===== src/hdl/caldate_pkg.sv =====
package caldate_pkg;

    localparam int DAY_BITS   = 5;
    localparam int MONTH_BITS = 4;
    localparam int YEAR_PORT_BITS = 16;

    typedef enum logic [1:0] {
        OP_LOAD = 2'd0,
        OP_NEXT = 2'd1,
        OP_PREV = 2'd2,
        OP_CMP  = 2'd3
    } caldate_op_t;

    typedef struct packed {
        logic rejected;
        logic earlier;
        logic equal;
    } caldate_flags_t;

    localparam logic [DAY_BITS-1:0]   DEFAULT_DAY   = 5'd1;
    localparam logic [MONTH_BITS-1:0] DEFAULT_MONTH = 4'd1;
    localparam int                    DEFAULT_YEAR  = 1999;

    localparam logic [MONTH_BITS-1:0] MONTH_JAN = 4'd1;
    localparam logic [MONTH_BITS-1:0] MONTH_FEB = 4'd2;
    localparam logic [MONTH_BITS-1:0] MONTH_MAR = 4'd3;
    localparam logic [MONTH_BITS-1:0] MONTH_APR = 4'd4;
    localparam logic [MONTH_BITS-1:0] MONTH_MAY = 4'd5;
    localparam logic [MONTH_BITS-1:0] MONTH_JUN = 4'd6;
    localparam logic [MONTH_BITS-1:0] MONTH_JUL = 4'd7;
    localparam logic [MONTH_BITS-1:0] MONTH_AUG = 4'd8;
    localparam logic [MONTH_BITS-1:0] MONTH_SEP = 4'd9;
    localparam logic [MONTH_BITS-1:0] MONTH_OCT = 4'd10;
    localparam logic [MONTH_BITS-1:0] MONTH_NOV = 4'd11;
    localparam logic [MONTH_BITS-1:0] MONTH_DEC = 4'd12;

    localparam logic [DAY_BITS-1:0] LEN_LONG  = 5'd31;
    localparam logic [DAY_BITS-1:0] LEN_SHORT = 5'd30;
    localparam logic [DAY_BITS-1:0] LEN_FEB_LEAP = 5'd29;
    localparam logic [DAY_BITS-1:0] LEN_FEB   = 5'd28;
    localparam logic [DAY_BITS-1:0] LEN_NONE  = 5'd0;

    // days in a month, zero for a month code outside jan..dec
    function automatic logic [DAY_BITS-1:0] month_len(input logic [MONTH_BITS-1:0] m,
                                                      input logic leap);
        logic [DAY_BITS-1:0] len;
        unique case (m)
            MONTH_JAN, MONTH_MAR, MONTH_MAY, MONTH_JUL,
            MONTH_AUG, MONTH_OCT, MONTH_DEC: len = LEN_LONG;
            MONTH_APR, MONTH_JUN, MONTH_SEP, MONTH_NOV: len = LEN_SHORT;
            MONTH_FEB: len = leap ? LEN_FEB_LEAP : LEN_FEB;
            default: len = LEN_NONE;
        endcase
        return len;
    endfunction

endpackage


===== src/hdl/caldate_leap.sv =====
module caldate_leap #(
    parameter int YEAR_BITS = 16
) (
    input  logic [YEAR_BITS-1:0] year,
    output logic                 leap
);

    // odd factor of 100 and 400; divisibility by it is tested with the
    // modular inverse: y*inv mod 2^n is at most (2^n-1)/f exactly for multiples
    localparam logic [63:0] CENTURY_FACTOR = 64'd25;

    function automatic logic [63:0] inv_pow2(input logic [63:0] a);
        logic [63:0] x;
        x = a;
        for (int i = 0; i < 6; i++) begin
            x = x * (64'd2 - a * x);
        end
        return x;
    endfunction

    localparam logic [YEAR_BITS-1:0] INV_FACTOR = YEAR_BITS'(inv_pow2(CENTURY_FACTOR));
    localparam logic [YEAR_BITS-1:0] LIM_FACTOR =
        YEAR_BITS'(((64'd1 << YEAR_BITS) - 64'd1) / CENTURY_FACTOR);

    logic [YEAR_BITS-1:0] prod;
    logic                 mult_of_factor;

    assign prod           = year * INV_FACTOR;
    assign mult_of_factor = (prod <= LIM_FACTOR);

    // div by 4, and if div by 100 then also by 16 (so by 400)
    assign leap = (year[1:0] == 2'b00) && (!mult_of_factor || (year[3:0] == 4'b0000));

endmodule


===== src/hdl/caldate_update.sv =====
module caldate_update #(
    parameter int YEAR_BITS     = 16,
    parameter int MIN_LOAD_YEAR = 1000
) (
    input  caldate_pkg::caldate_op_t                op,
    input  logic [caldate_pkg::DAY_BITS-1:0]        day_in,
    input  logic [caldate_pkg::MONTH_BITS-1:0]      month_in,
    input  logic [YEAR_BITS-1:0]                    year_in,
    input  logic [caldate_pkg::DAY_BITS-1:0]        cur_day,
    input  logic [caldate_pkg::MONTH_BITS-1:0]      cur_month,
    input  logic [YEAR_BITS-1:0]                    cur_year,
    output logic [caldate_pkg::DAY_BITS-1:0]        day_new,
    output logic [caldate_pkg::MONTH_BITS-1:0]      month_new,
    output logic [YEAR_BITS-1:0]                    year_new,
    output caldate_pkg::caldate_flags_t             flags
);

    localparam logic [YEAR_BITS-1:0] YEAR_MAX  = {YEAR_BITS{1'b1}};
    localparam logic [YEAR_BITS-1:0] YEAR_DFLT = YEAR_BITS'(caldate_pkg::DEFAULT_YEAR);
    localparam logic [31:0]          YEAR_MIN  = 32'(MIN_LOAD_YEAR);

    logic                               leap_in;
    logic                               leap_cur;
    logic [caldate_pkg::DAY_BITS-1:0]   len_in;
    logic [caldate_pkg::DAY_BITS-1:0]   len_cur;
    logic [caldate_pkg::DAY_BITS-1:0]   len_prev;
    logic [caldate_pkg::MONTH_BITS-1:0] month_prev;
    logic                               load_ok;

    caldate_leap #(.YEAR_BITS(YEAR_BITS)) u_leap_in (
        .year (year_in),
        .leap (leap_in)
    );

    caldate_leap #(.YEAR_BITS(YEAR_BITS)) u_leap_cur (
        .year (cur_year),
        .leap (leap_cur)
    );

    assign len_in     = caldate_pkg::month_len(month_in, leap_in);
    assign len_cur    = caldate_pkg::month_len(cur_month, leap_cur);
    assign month_prev = cur_month - caldate_pkg::MONTH_BITS'(1);
    assign len_prev   = caldate_pkg::month_len(month_prev, leap_cur);
    assign load_ok    = (len_in != caldate_pkg::LEN_NONE) && (day_in != '0) &&
                        (day_in <= len_in) && (32'(year_in) >= YEAR_MIN);

    always_comb begin
        day_new   = cur_day;
        month_new = cur_month;
        year_new  = cur_year;
        flags     = '0;
        unique case (op)
            caldate_pkg::OP_LOAD: begin
                if (load_ok) begin
                    day_new   = day_in;
                    month_new = month_in;
                    year_new  = year_in;
                end else begin
                    day_new        = caldate_pkg::DEFAULT_DAY;
                    month_new      = caldate_pkg::DEFAULT_MONTH;
                    year_new       = YEAR_DFLT;
                    flags.rejected = 1'b1;
                end
            end
            caldate_pkg::OP_NEXT: begin
                priority if (cur_day < len_cur) begin
                    day_new = cur_day + caldate_pkg::DAY_BITS'(1);
                end else if (cur_month >= caldate_pkg::MONTH_DEC) begin
                    // hold at the top of the year range
                    if (cur_year != YEAR_MAX) begin
                        year_new  = cur_year + YEAR_BITS'(1);
                        month_new = caldate_pkg::MONTH_JAN;
                        day_new   = caldate_pkg::DEFAULT_DAY;
                    end
                end else begin
                    month_new = cur_month + caldate_pkg::MONTH_BITS'(1);
                    day_new   = caldate_pkg::DEFAULT_DAY;
                end
            end
            caldate_pkg::OP_PREV: begin
                priority if (cur_day > caldate_pkg::DAY_BITS'(1)) begin
                    day_new = cur_day - caldate_pkg::DAY_BITS'(1);
                end else if (cur_month <= caldate_pkg::MONTH_JAN) begin
                    if (cur_year != '0) begin
                        year_new  = cur_year - YEAR_BITS'(1);
                        month_new = caldate_pkg::MONTH_DEC;
                        day_new   = caldate_pkg::LEN_LONG;
                    end
                end else begin
                    month_new = month_prev;
                    day_new   = len_prev;
                end
            end
            caldate_pkg::OP_CMP: begin
                priority if (cur_year != year_in) begin
                    flags.earlier = (cur_year < year_in);
                end else if (cur_month != month_in) begin
                    flags.earlier = (cur_month < month_in);
                end else if (cur_day != day_in) begin
                    flags.earlier = (cur_day < day_in);
                end else begin
                    flags.equal = 1'b1;
                end
            end
            default: begin
                flags = '0;
            end
        endcase
    end

endmodule


===== src/hdl/calendar_date_up_down_counter_core.sv =====
// Gregorian date counter with a stream interface.
// Input transaction: s_axis_tuser selects the operation (load, next day,
// previous day, compare); s_axis_tdata carries the day, month and year used
// by load and compare. Every input transaction gives exactly one output
// transaction on m_axis with the stored date after the operation and the
// load-rejected, earlier and equal flags.
// m_axis_tvalid rises after the input transaction is accepted: the input
// register takes it, then the date update writes the result register.
// Throughput is one transaction per cycle while the output is not stalled
// by m_axis_tready; the path that sets it is the combinational update of
// the date register (month length, leap test by one multiply, carry).
// Reset (aresetn low, synchronous) empties both registers and sets the
// stored date to 1 January 1999. When m_axis_tready is low the result holds
// in the output register; one more transaction is taken into the input
// register, after which s_axis_tready drops until the result is taken.
// YEAR_BITS sets the stored year width; the year fields on the ports stay
// 16 bits and are zero-extended or truncated.
module calendar_date_up_down_counter_core #(
    parameter int YEAR_BITS     = 16,
    parameter int MIN_LOAD_YEAR = 1000
) (
    input  logic        aclk,
    input  logic        aresetn,
    input  logic        s_axis_tvalid,
    output logic        s_axis_tready,
    input  logic [31:0] s_axis_tdata,   // day_in[4:0], month_in[8:5], year_in[24:9], zero
    input  logic [1:0]  s_axis_tuser,   // action[1:0]
    output logic        m_axis_tvalid,
    input  logic        m_axis_tready,
    output logic [31:0] m_axis_tdata    // day_out[4:0], month_out[8:5], year_out[24:9],
                                        // load_rejected[25], is_earlier[26],
                                        // is_equal[27], zero
);

    localparam int DW = caldate_pkg::DAY_BITS;
    localparam int MW = caldate_pkg::MONTH_BITS;
    localparam int PW = caldate_pkg::YEAR_PORT_BITS;

    // input register
    logic                     in_vld_reg;
    caldate_pkg::caldate_op_t in_op_reg;
    logic [DW-1:0]            in_day_reg;
    logic [MW-1:0]            in_month_reg;
    logic [PW-1:0]            in_year_reg;

    // date state
    logic [DW-1:0]            cur_day_reg,   cur_day_next;
    logic [MW-1:0]            cur_month_reg, cur_month_next;
    logic [YEAR_BITS-1:0]     cur_year_reg,  cur_year_next;

    // result register
    logic                        out_vld_reg;
    logic [DW-1:0]               out_day_reg;
    logic [MW-1:0]               out_month_reg;
    logic [PW-1:0]               out_year_reg;
    caldate_pkg::caldate_flags_t out_flags_reg;

    caldate_pkg::caldate_flags_t flags;
    logic                        advance;
    logic                        s_accept;

    assign advance       = in_vld_reg && (!out_vld_reg || m_axis_tready);
    assign s_axis_tready = !in_vld_reg || advance;
    assign s_accept      = s_axis_tvalid && s_axis_tready;

    always_ff @(posedge aclk) begin
        if (!aresetn) begin
            in_vld_reg <= 1'b0;
        end else if (s_axis_tready) begin
            in_vld_reg <= s_axis_tvalid;
        end
    end

    always_ff @(posedge aclk) begin
        if (s_accept) begin
            in_op_reg    <= caldate_pkg::caldate_op_t'(s_axis_tuser);
            in_day_reg   <= s_axis_tdata[4:0];
            in_month_reg <= s_axis_tdata[8:5];
            in_year_reg  <= s_axis_tdata[24:9];
        end
    end

    caldate_update #(
        .YEAR_BITS     (YEAR_BITS),
        .MIN_LOAD_YEAR (MIN_LOAD_YEAR)
    ) u_update (
        .op        (in_op_reg),
        .day_in    (in_day_reg),
        .month_in  (in_month_reg),
        .year_in   (YEAR_BITS'(in_year_reg)),
        .cur_day   (cur_day_reg),
        .cur_month (cur_month_reg),
        .cur_year  (cur_year_reg),
        .day_new   (cur_day_next),
        .month_new (cur_month_next),
        .year_new  (cur_year_next),
        .flags     (flags)
    );

    always_ff @(posedge aclk) begin
        if (!aresetn) begin
            cur_day_reg   <= caldate_pkg::DEFAULT_DAY;
            cur_month_reg <= caldate_pkg::DEFAULT_MONTH;
            cur_year_reg  <= YEAR_BITS'(caldate_pkg::DEFAULT_YEAR);
        end else if (advance) begin
            cur_day_reg   <= cur_day_next;
            cur_month_reg <= cur_month_next;
            cur_year_reg  <= cur_year_next;
        end
    end

    always_ff @(posedge aclk) begin
        if (!aresetn) begin
            out_vld_reg <= 1'b0;
        end else if (advance) begin
            out_vld_reg <= 1'b1;
        end else if (m_axis_tready) begin
            out_vld_reg <= 1'b0;
        end
    end

    always_ff @(posedge aclk) begin
        if (advance) begin
            out_day_reg   <= cur_day_next;
            out_month_reg <= cur_month_next;
            out_year_reg  <= PW'(cur_year_next);
            out_flags_reg <= flags;
        end
    end

    assign m_axis_tvalid = out_vld_reg;
    assign m_axis_tdata  = {4'b0000, out_flags_reg.equal, out_flags_reg.earlier,
                            out_flags_reg.rejected, out_year_reg, out_month_reg,
                            out_day_reg};

`ifndef SYNTH
    a_month_range: assert property (@(posedge aclk) disable iff (!aresetn)
        (cur_month_reg >= caldate_pkg::MONTH_JAN) && (cur_month_reg <= caldate_pkg::MONTH_DEC))
        else $error("stored month out of range");

    a_day_range: assert property (@(posedge aclk) disable iff (!aresetn)
        (cur_day_reg != '0) && (cur_day_reg <= caldate_pkg::LEN_LONG))
        else $error("stored day out of range");

    a_reject_default: assert property (@(posedge aclk) disable iff (!aresetn)
        (out_vld_reg && out_flags_reg.rejected) |->
        (out_day_reg == caldate_pkg::DEFAULT_DAY) &&
        (out_month_reg == caldate_pkg::DEFAULT_MONTH) &&
        (out_year_reg == PW'(caldate_pkg::DEFAULT_YEAR)))
        else $error("rejected load without default date");

    a_flags_exclusive: assert property (@(posedge aclk) disable iff (!aresetn)
        out_vld_reg |-> $onehot0({out_flags_reg.rejected, out_flags_reg.earlier,
                                  out_flags_reg.equal}))
        else $error("more than one result flag set");

    a_compare_holds: assert property (@(posedge aclk) disable iff (!aresetn)
        (advance && (in_op_reg == caldate_pkg::OP_CMP)) |=>
        ($stable(cur_day_reg) && $stable(cur_month_reg) && $stable(cur_year_reg)))
        else $error("compare changed the stored date");
`endif

endmodule

===== config.mk =====
export PLATFORM = sky130hd
export DESIGN_NAME = calendar_date_up_down_counter_core
export DESIGN_NICKNAME = d
export VERILOG_FILES = /design/src/hdl/caldate_pkg.sv /design/src/hdl/caldate_leap.sv /design/src/hdl/caldate_update.sv /design/src/hdl/calendar_date_up_down_counter_core.sv
export SDC_FILE = /design/constraint.sdc
export NUM_CORES = 1
export LEC_CHECK = 0
export ABC_AREA = 1
export BUFFER_PORTS_ARGS = -buffer_cell sky130_fd_sc_hd__buf_2
export CORE_AREA = 3 3 203 205
export DETAILED_ROUTE_END_ITERATION = 7
export DIE_AREA = 0 0 206 208
export PLACE_DENSITY = 0.41
export SLEW_MARGIN = 25
export SYNTH_ARGS = -nofsm -noshare
export SYNTH_HDL_FRONTEND = slang
export SYNTH_SLANG_ARGS = --single-unit

===== constraint.sdc =====
create_clock -name aclk -period 6.8 [get_ports aclk]
set_input_delay 0 -clock aclk [delete_from_list [all_inputs] [get_ports aclk]]
set_output_delay 0 -clock aclk [all_outputs]
set_load 0.1 [all_outputs]

==> summary.md <==
| Metric | Value |
|---|---|
| Multi-input logic area | 0.006560 mm2 |
| Peak supply drop | 0.0001277 V |
| Worst reg2reg path depth | 26 |
| CP Class | reg -> reg |
| Critical Path End | out_year_reg[4]$_DFFE_PP_ |
| Max-cap viol count | 0 |
| CP Max Fanout | 26 |
| Register area share after synthesis | 22.15% |
| H-tree depth | 3 |
| GR Util All Layers | 14.71% |
| Pin count of the biggest net entering global routing | 65 |
| Number of global-route vias before repair | 8591 |
| Post-DP HPWL | 23.88 mm |
| CTS root buf | clkbuf_16 |
| R2R Path Start | cur_year_reg[2]$_SDFFE_PN1P_ |
| Fin cells | 1915 |
| Commonest non-fill, non-tap cell in the layout | nand2_1 |
| Leakage | 5.651 nW |
| CP startpoint | cur_year_reg[2]$_SDFFE_PN1P_ |
| I/O Pins | 72 |
| Syn Area/Cell | 7.623 um2 |
| Max Clock Freq | 163.6 MHz |
| Routed wire length | 30.81 mm |
| Clk sinks | 82 |
| Post-route clock period utilization | 89.91% |
| Clk buf depth | 2 |
| Share of layout cells above drive strength 1 | 10.14% |
| Top cell type's share of synthesized area | 21.88% |
| Synth Register Bits | 82 |
| Die area | 0.04285 mm2 |
| CP Capture Type | register |
| Dominant cells by area after synthesis | ha_1 22%, edfxtp_1 17%, nand2_1 9.1%, inv_1 8.8%, fa_1 7.3% |
| Cells after Synth | 1298 |
| Antenna Nets Post-Route | 0 |
| Filler cells | 4374 |
| First-pass GRT wire length | 48.89 mm |
| DRC Markers | 0 |
| Inst Count DP | 1870 |
| Final instance area | 0.01144 mm2 |
| R2R setup slack | 690 ps |
| Register Area | 0.002192 mm2 |
| Total congestion overflow | 0 |
| Initial detailed-routing violation count | 519 |
| Setup Buffers After CTS | 0 |
| Routed WL per cell | 16.09 um |
| Ys Warns | 0 |
| Least-Margin Pin Slew | 922.4 ps |
| P&R area growth vs syn | 15.59% |
| Max-slew headroom | 38.34% |
| # diodes | 0 |
| Unique cell type count in the Yosys netlist | 53 |
| Drt pass-1 iters | 5 |
| Most frequent cells in the layout | 239 x nand2_1, 232 x inv_1, 173 x ha_1 |
| Yosys top cell by area | ha_1 |
| Post-Syn Area | 0.009894 mm2 |
| Core ar. | 0.03964 mm2 |
| GPL Wtd Cong | 0.7773 |
| Number of buffers added on ports | 60 |
| Min Tclk post-route | 6114 ps |
| Crit start category | register |
| Total CTS buffers | 9 |
| Run status | completed |
| Register clock-pin slew on the reported worst setup and hold paths | 80 ps |
| Final hold violation count | 0 |
| Starting Density | 24.96% |
| Final setup viols | 0 |
| Vias per Instance | 4.588 |
| Area after DPL | 0.01084 mm2 |
| Max Slew Vio Count | 0 |
| CTS tree | built |
| Setup TNS Final | 0 ps |
| # rows | 73 |
| Initial antenna violation count | 0 |
| Worst endpoint required time | 6930 ps |
| Count of nets after finishing | 1632 |
| Hold crit path type | in -> reg |
| Power Density | 257.1 mW/mm2 |
| Via count | 8786 |
| Worst skew pair latency | 380 ps |
| Worst clock skew | 14.63 ps |
| Unrepaired setup endpoints after global routing | false |
| Reg-to-Reg End | out_year_reg[4]$_DFFE_PP_ |
| Arrival time at the worst endpoint | 6240 ps |
| Die height | 208 um |
| Die X | 206 um |
==> how the worst min path moves through the flow <==
stage                                 from                       endpoint  cells after the start
after detailed placement  s_axis_tdata[19]      in_year_reg[10]$_DFFE_PP_                      1
after global routing               aresetn    cur_day_reg[2]$_SDFFE_PN0P_                      3
final                              aresetn   cur_year_reg[4]$_SDFFE_PN0P_                      3
after floorplan            s_axis_tdata[0]        in_day_reg[0]$_DFFE_PP_                      0
after CTS                          aresetn  cur_year_reg[12]$_SDFFE_PN0P_                      3
after global placement    s_axis_tdata[18]       in_year_reg[9]$_DFFE_PP_                      1
==> layer usage <==
layer	track usage, %	part of all wire, %	up-vias
met3	2.128	3.7	27
met5	0	0	-
met4	4.448	2.2	0
li1	-	-	4470
met2	23.83	46	176
met1	20.25	48	4113
==> where the power goes <==
part | internal (W) | switching [W]
registers | 0.000573 | 0.0000428
logic | 0.000685 | 0.00111
clock network | 0.000289 | 0.000238
total | 0.00155 | 0.00139
==> repair_timing <==
| item | in CTS | in global routing |
|---|---|---|
| resized for setup | 0 | 0 |
| endpoints found under the hold margin | 29 | 0 |
| hold buffers | 29 | 0 |
==> final cells by class <==
cell class              count  share of cell area [%]
repair buffers            117                   7.001
well taps                 525                   5.743
clock buffers              10                   2.002
multi-input cells         929                   57.36
inverters                 246                   8.084
clock inverters             6                  0.6454
flip-flops and latches     82                   19.17
==> Yosys cell counts, drive strengths merged <==
cell / n
a2111oi: 1
a211oi: 14
a21boi: 1
a21o: 1
a21oi: 77
a221oi: 7
a22oi: 11
a31oi: 3
buf: 20
clkbuf: 24
clkinv: 6
conb: 1
dfxtp: 27
edfxtp: 55
fa: 36
ha: 173
inv: 240
nand2: 247
nand3: 101
nand3b: 5
nand4: 13
nor2: 67
nor3: 17
nor3b: 1
nor4: 10
o2111ai: 2
o211ai: 13
o21a: 2
o21ai: 73
o21bai: 1
o221ai: 2
o22ai: 3
o31ai: 2
or2: 4
xnor2: 14
xor2: 24
==> stage by stage <==
step	total power (W)	worst slack, ps	hold slack [ps]	util (%)
after floorplan	0.002018	1484	98.87	-
after global placement	0.002417	668.9	176.9	27.36
after detailed placement	0.002432	664.7	178.1	27.36
after CTS	0.003002	654.6	33.29	28.85
after global routing	0.003289	262.1	65.72	28.85
final	0.002941	686.1	50.66	28.85
==> critical path, stage by stage (launching register included) <==
cell,delay (ps)
dfxtp_1,510
inv_1,190
ha_1,360
ha_1,280
inv_1,60
fa_1,500
fa_1,520
fa_1,560
inv_1,40
ha_1,290
ha_1,390
nand2_1,80
o21a_1,180
nand2_1,80
nor2_1,50
nor3_1,290
nand3_2,230
nand3_1,130
nand2_1,60
nand2_2,70
nand2_4,160
nand2_4,350
nand2_1,90
nand3_1,80
nand2_1,50
nand2_1,180
inv_1,70
==> cells by family (layout without fill, tap and decap cells) <==
kind of cell	Yosys count	after routing	share of synthesized area (%)
AND/OR/NAND/NOR	465	465	20.92
buffers and inverters	290	379	11.68
AO/OA/AOI/OAI	213	213	12.61
adder cells (fa/ha/maj)	209	209	29.16
flip-flops	82	82	22.15
XOR/XNOR	38	38	3.440
other	1	4	0.03790
Power figures use the tool's default switching activity.
